**config.mk**
```make
export PLATFORM = sky130hd
export DESIGN_NAME = chcb_exp_cell
export DESIGN_NICKNAME = d
export VERILOG_FILES = /design/src/hw/rtl/chcb_pkg.sv /design/src/hw/rtl/chcb_exp_cell.sv
export SDC_FILE = /design/constraint.sdc
export NUM_CORES = 2
export LEC_CHECK = 0
export BUFFER_PORTS_ARGS = -buffer_cell sky130_fd_sc_hd__buf_4
export CAP_MARGIN = 15
export CELL_PAD_IN_SITES_DETAIL_PLACEMENT = 1
export CELL_PAD_IN_SITES_GLOBAL_PLACEMENT = 2
export CORE_MARGIN = 5
export CORE_UTILIZATION = 30
export DETAILED_ROUTE_END_ITERATION = 8
export GPL_TIMING_DRIVEN = 0
export PLACE_DENSITY = 0.62
export SYNTH_ARGS = -nofsm -noshare
export SYNTH_HDL_FRONTEND = slang
export SYNTH_SLANG_ARGS = --single-unit
```
**constraint.sdc**
```tcl
create_clock -name clk -period 2.1 [get_ports clk]
set_input_delay 0.42 -clock clk [delete_from_list [all_inputs] [get_ports clk]]
set_output_delay 0.42 -clock clk [all_outputs]
set_load 0.05 [all_outputs]
```
**src/hw/rtl/chcb_pkg.sv**
```systemverilog
`timescale 1ns / 1ps

package chcb_pkg;

	localparam int TEMP_FRAC_BITS_DEF = 6;

	localparam int IN_W     = 16;
	localparam int MOL_W    = 16;
	localparam int X_W      = 20;
	localparam int KB_W     = 34;
	localparam int KH_W     = 44;
	localparam int E_W      = 34;
	localparam int Y_W      = 36;
	localparam int N_W      = 8;
	localparam int F_W      = 28;
	localparam int Z_W      = 30;
	localparam int R_W      = 32;
	localparam int W_W      = 31;
	localparam int P_W      = 26;
	localparam int V_W      = 64;
	localparam int HENRY_W  = 40;
	localparam int KH_STEPS = 5;
	localparam int EXP_TERMS = 12;

	localparam logic [V_W-1:0] OUT_MAX = (64'd1 << HENRY_W) - 64'd1;

	// Kh coefficients in powers of x = t/512, pascals Q4
	localparam logic signed [KH_W-1:0] KH_COEF [0:5] = '{
		KH_W'(64'd78366600 * 64'd16),
		KH_W'(64'd1960250 * 64'd8192),
		KH_W'(((64'd820574 << 22) + 64'd5) / 64'd10),
		KH_W'(64'd0 - (((64'd740674 << 28) + 64'd62) / 64'd125)),
		KH_W'(((64'd21838 << 36) + 64'd312) / 64'd625),
		KH_W'(64'd0 - (((64'd220999 << 41) + 64'd195312) / 64'd390625))
	};

	localparam logic [63:0] KB4A = 64'd108233 << 25;
	localparam logic [63:0] KB4Q = KB4A / 64'd390625;
	localparam logic [63:0] KB4R = KB4A % 64'd390625;

	// kb coefficients in powers of x = t/512, Q30
	localparam logic signed [KB_W-1:0] KB_COEF [0:4] = '{
		KB_W'(((64'd119784 << 24) + 64'd7812) / 64'd15625),
		KB_W'(64'd0 - (((64'd717823 << 30) + 64'd976562) / 64'd1953125)),
		KB_W'(((64'd493854 << 37) + 64'd24414062) / 64'd48828125),
		KB_W'(64'd0 - (((64'd103826 << 44) + 64'd610351562) / 64'd1220703125)),
		KB_W'(((KB4Q << 25) + ((KB4R << 25) / 64'd390625) + 64'd195312) / 64'd390625)
	};

	localparam logic [31:0]    LOG2_10_Q30 = 32'd3566893132;
	localparam logic [Z_W-1:0] LN2_Q30     = 30'd744261118;
	localparam logic [R_W-1:0] ONE_Q30     = 32'd1 << 30;

	// floor(w / k) = (w * M) >> S, exact for 31-bit w
	localparam logic [31:0] RECIP_M [1:12] = '{
		32'((64'd1 << 31) / 64'd1 + 64'd1),
		32'((64'd1 << 32) / 64'd2 + 64'd1),
		32'((64'd1 << 33) / 64'd3 + 64'd1),
		32'((64'd1 << 33) / 64'd4 + 64'd1),
		32'((64'd1 << 34) / 64'd5 + 64'd1),
		32'((64'd1 << 34) / 64'd6 + 64'd1),
		32'((64'd1 << 34) / 64'd7 + 64'd1),
		32'((64'd1 << 34) / 64'd8 + 64'd1),
		32'((64'd1 << 35) / 64'd9 + 64'd1),
		32'((64'd1 << 35) / 64'd10 + 64'd1),
		32'((64'd1 << 35) / 64'd11 + 64'd1),
		32'((64'd1 << 35) / 64'd12 + 64'd1)
	};
	localparam int RECIP_S [1:12] = '{31, 32, 33, 33, 34, 34, 34, 34, 35, 35, 35, 35};

	typedef struct packed {
		logic [X_W-1:0]          x;
		logic [MOL_W-1:0]        mol;
		logic                    clamped;
		logic signed [KH_W-1:0]  kh;
		logic signed [KB_W-1:0]  kb;
	} chcb_hrn_t;

	typedef struct packed {
		logic [Z_W-1:0]          z;
		logic [R_W-1:0]          r;
		logic signed [N_W-1:0]   n;
		logic signed [KH_W-1:0]  kh;
		logic                    clamped;
	} chcb_exp_t;

endpackage

```
**src/hw/rtl/chcb_exp_cell.sv**
```systemverilog
`timescale 1ns / 1ps

module chcb_exp_cell import chcb_pkg::*; #(
	parameter int K = 1
) (
	input  logic      clk,
	input  logic      arst_n,
	input  logic      en,
	input  logic      in_valid,
	input  chcb_exp_t in_data,
	output logic      out_valid,
	output chcb_exp_t out_data
);

	logic [Z_W+R_W-1:0] zr_prod;
	logic [W_W+31:0]    q_prod;
	logic [W_W-1:0]     w_s1;
	chcb_exp_t          data_s1;
	logic               valid_s1;
	chcb_exp_t          data_s2;
	logic               valid_s2;

	assign zr_prod = in_data.z * in_data.r;
	assign q_prod  = w_s1 * RECIP_M[K];

	always_ff @(posedge clk or negedge arst_n) begin
		if (!arst_n) begin
			valid_s1 <= 1'b0;
			valid_s2 <= 1'b0;
		end else if (en) begin
			valid_s1 <= in_valid;
			valid_s2 <= valid_s1;
		end
	end

	always_ff @(posedge clk) begin
		if (en) begin
			w_s1    <= zr_prod[30 +: W_W];
			data_s1 <= in_data;
			data_s2.z       <= data_s1.z;
			data_s2.n       <= data_s1.n;
			data_s2.kh      <= data_s1.kh;
			data_s2.clamped <= data_s1.clamped;
			// next Taylor partial sum: 1 + z*r/k
			data_s2.r       <= ONE_Q30 + R_W'(q_prod >> RECIP_S[K]);
		end
	end

	assign out_valid = valid_s2;
	assign out_data  = data_s2;

endmodule

```
==> flow_results.xml <==
<?xml version="1.0" encoding="UTF-8"?>
<metrics>
  <group name="die">
    <metric name="core_area" unit="mm^2">0.125</metric>
    <metric name="die_h" unit="um">364</metric>
    <metric name="initial_core_util" unit="">0.301</metric>
    <metric name="die_area" unit="mm^2">0.133</metric>
    <metric name="rows" unit="">130</metric>
    <metric name="die_x" unit="um">364</metric>
    <metric name="io_pins" unit="">235</metric>
  </group>
  <group name="routing">
    <metric name="remaining_drc_errors" unit="">0</metric>
    <metric name="totalWireLength" unit="mm">154</metric>
    <metric name="routedWlPerCell" unit="um">26.9</metric>
    <metric name="vias_per_cell" unit="">4.75</metric>
    <metric name="vias_after_detailed_routing" unit="">27200</metric>
    <metric name="drt_pass1_iterations" unit="">5</metric>
    <metric name="detail-route-antenna-nets" unit="">0</metric>
    <metric name="drt_iter0_markers" unit="">1697</metric>
  </group>
  <group name="clock_network">
    <metric name="clock_insertion_delay_worst_skew" unit="ns">0.67</metric>
    <metric name="clkSinkCount" unit="">231</metric>
    <metric name="cts_inserted_buffers" unit="">31</metric>
    <metric name="cts_root_buffer" unit="">clkbuf_16</metric>
    <metric name="cts.clk_slew.worst_paths" unit="ns">0.06</metric>
    <metric name="htreeDepth" unit="">1</metric>
    <metric name="cts_tree" unit="">done</metric>
    <metric name="cts.path.max_buffers" unit="">3</metric>
  </group>
  <group name="synth">
    <metric name="area_share_of_and_or_nand_nor_cells_after_synthesis" unit="">0.152</metric>
    <metric name="syn_area_per_cell" unit="um^2">10.4</metric>
    <metric name="synth-edff-count" unit="">229</metric>
    <metric name="syn-num-nets" unit="">4830</metric>
    <metric name="compound_gate_fraction_of_synth_area" unit="">0.0306</metric>
    <metric name="ys_top_cells_by_area" unit="">fa_1 (44%), edfxtp_1 (18%), and2_1 (9.4%)</metric>
    <metric name="yosysWarningCount" unit="">0</metric>
    <metric name="synth.most_common_cell" unit="">fa_1</metric>
    <metric name="yosysTopAreaCellShare" unit="">0.443</metric>
    <metric name="netlist_area_before_placement" unit="mm^2">0.0377</metric>
    <metric name="synth.ff_latch_count" unit="">231</metric>
    <metric name="synth-seq-area-share" unit="">0.184</metric>
    <metric name="synthXorXnorAreaFrac" unit="">0.00791</metric>
    <metric name="synth_cell_type_count" unit="">62</metric>
    <metric name="synth.cells.most_frequent" unit="">fa_1 (834), inv_1 (829), and2_1 (567)</metric>
    <metric name="synth_mux_area_frac" unit="">0.000864</metric>
    <metric name="cell_accounting_for_the_most_synthesized_area" unit="">fa_1</metric>
    <metric name="synth-async-reset-ratio" unit="">0.00866</metric>
    <metric name="syn_inst" unit="">3636</metric>
    <metric name="synthFlopType" unit="">edfxtp_1</metric>
    <metric name="synth_adder_area_share" unit="">0.523</metric>
    <metric name="synth_top_family_by_area" unit="">adder cells</metric>
  </group>
  <group name="timing">
    <metric name="final-setup-viol-count" unit="">31</metric>
    <metric name="grt_setup_unrepaired" unit="">yes</metric>
    <metric name="timing.fmax" unit="MHz">142</metric>
    <metric name="finalMaxSlewViolations" unit="">0</metric>
    <metric name="fin_skew" unit="ns">0.0514</metric>
    <metric name="fin_hold_ws" unit="ns">0.0266</metric>
    <metric name="final.min_clock_period" unit="ns">7.03</metric>
    <metric name="finalSetupTns" unit="ns">-143.73</metric>
    <metric name="period_share" unit="">3.35</metric>
    <metric name="worst_pin_slew" unit="ns">0.819</metric>
    <metric name="hold_viol_final" unit="">0</metric>
    <metric name="slew_headroom" unit="">0.454</metric>
    <metric name="worst_slack" unit="ns">-4.93</metric>
  </group>
  <group name="setup_path">
    <metric name="endpoint_kind" unit="">register</metric>
    <metric name="endpoint_arrival_time_on_the_critical_path" unit="ns">7.45</metric>
    <metric name="crit_required" unit="ns">2.51</metric>
    <metric name="timing_worst_setup_path_type" unit="">in2reg</metric>
    <metric name="path_max_fanout" unit="">10</metric>
    <metric name="critical_path.startpoint_type" unit="">input port</metric>
  </group>
  <group name="grt">
    <metric name="antenna_found_initial" unit="">44</metric>
    <metric name="grt_max_degree" unit="">108</metric>
    <metric name="grt_usage" unit="">0.234</metric>
    <metric name="grt_first_pass_wirelength" unit="mm">219</metric>
    <metric name="first_global_vias" unit="">30500</metric>
    <metric name="global_route.overflow_total" unit="">0</metric>
  </group>
  <group name="run">
    <metric name="timing.max_cap.violations" unit="">0</metric>
  </group>
  <group name="placement">
    <metric name="port_buffers" unit="">205</metric>
    <metric name="dpl.hpwl" unit="mm">124</metric>
    <metric name="gpl.final_weighted_congestion" unit="">0.910</metric>
  </group>
  <group name="finish">
    <metric name="share_of_cells_above_drive_strength_1" unit="">0.177</metric>
    <metric name="layout.nets" unit="">5231</metric>
    <metric name="flow.area_growth_from_synthesis" unit="%">22.9</metric>
  </group>
  <group name="run_status">
    <metric name="violations" unit="">negative setup slack</metric>
    <metric name="status" unit="">complete, but fails checks</metric>
  </group>
  <group name="min_path">
    <metric name="min-delay-path-class" unit="">in2reg</metric>
  </group>
</metrics>
-- path summary, 6_finish.rpt --
path,end,startpoint,slack (ns),depth (start not counted)
setup / recovery,w_s1[30]$_DFFE_PP_,in_data[102],-4.93,25
hold / removal,data_s1[113]$_DFFE_PP_,in_data[113],0.03,1
setup reg to reg,out_valid$_DFFE_PN0P_,out_valid$_DFFE_PN0P_,1.34,1
hold reg to reg,out_data[78]$_DFFE_PP_,w_s1[25]$_DFFE_PP_,0.37,0
max in group asynchronous,out_valid$_DFFE_PN0P_,arst_n,1.87,2
min in group asynchronous,valid_s1$_DFFE_PN0P_,arst_n,0.14,2
-- worst max-delay path, cell delays in order --
cell and delay (ns):
buf_6 0.13, clkbuf_8 0.19, and2_1 0.16, fa_1 0.49, inv_1 0.07, fa_1 0.53
inv_1 0.05, fa_1 0.46, fa_1 0.54, fa_1 0.45, fa_1 0.50, fa_1 0.54
inv_2 0.07, fa_2 0.63, inv_2 0.06, ha_4 0.30, and4_4 0.23, and3_4 0.25
nand3_4 0.08, o211ai_4 0.18, buf_12 0.15, o2111ai_4 0.15, a211o_1 0.34, nand3_1 0.07
or3b_4 0.38
-- layout by cell type (no fill, tap or decap), types with 5 or more instances in the layout --
cell	n
nor2b_1	6
and2_4	22
nand2_1	437
dlygate4sd3_1	71
buf_6	16
clkbuf_4	54
ha_4	19
o21bai_1	9
a21oi_1	41
buf_8	12
clkbuf_16	60
a21oi_4	6
nor2_2	7
a21oi_2	16
fa_1	793
clkbuf_1	23
clkbuf_8	37
buf_4	254
inv_1	805
ha_1	219
clkbuf_2	55
buf_12	9
inv_2	23
nor3_1	5
xor2_1	9
and2_1	545
xnor2_1	23
fa_2	41
a31oi_1	6
o21ai_0	22
edfxtp_1	229
nand4_1	9
a21o_1	26
diode_2	10
nor2_1	15
o21ai_1	7
buf_16	6
nand3_1	7
-- flip-flops by register name, summed over array words and instances, names as in the netlist --
signal / flops
out_data: 115
data_s1: 83
w_s1: 31
out_valid: 1
valid_s1: 1
-- area by class of cell --
type | count | area [um^2]
repair buffers | 369 | 3330
flip-flops and latches | 231 | 6930
inverters | 829 | 3120
clock inverters | 17 | 225
fillers | 13900 | 79000
clock buffers | 41 | 863
well taps | 1650 | 2060
diodes | 10 | 25.0
plain buffers | 190 | 1920
multi-input cells | 2385 | 27800
-- kinds of logic after synthesis --
family                   Yosys count
flip-flops                       231
adder cells (fa/ha/maj)         1075
buffers and inverters           1020
XOR/XNOR                          34
multiplexers                       3
AND/OR/NAND/NOR                 1095
AO/OA/AOI/OAI                    178
-- per-stage QoR --
step	util	area, um^2	setup slack (ns)	instances
floorplan	-	38000	-4.85	3636
global placement	0.332	41600	-7.01	5491
detailed placement	0.334	41800	-7.02	5501
CTS	0.367	46000	-4.94	5697
global route	0.369	46300	-5.15	5713
finish	0.370	46300	-4.93	5722
-- layer usage --
metal / share of wire / routed length [um] / vias up / GRT usage
li1: - / - / 11600 / -
met1: 0.41 / 62500 / 14700 / 0.300
met2: 0.50 / 76400 / 703 / 0.407
met3: 0.061 / 9310 / 177 / 0.0367
met4: 0.036 / 5560 / 4 / 0.0740
met5: 0.00018 / 27 / - / 0
-- repair_timing --
item,CTS,global route
buffers inserted,64,17
endpoints found under the hold margin,72,0
gates resized for setup,505,51
hold buffers,71,0
setup endpoints to repair,31,31
pin swaps,95,54
gates cloned,3,1
Power is not shown: default switching activity piles up to over one toggle a cycle in this logic, so the estimate is an artifact.
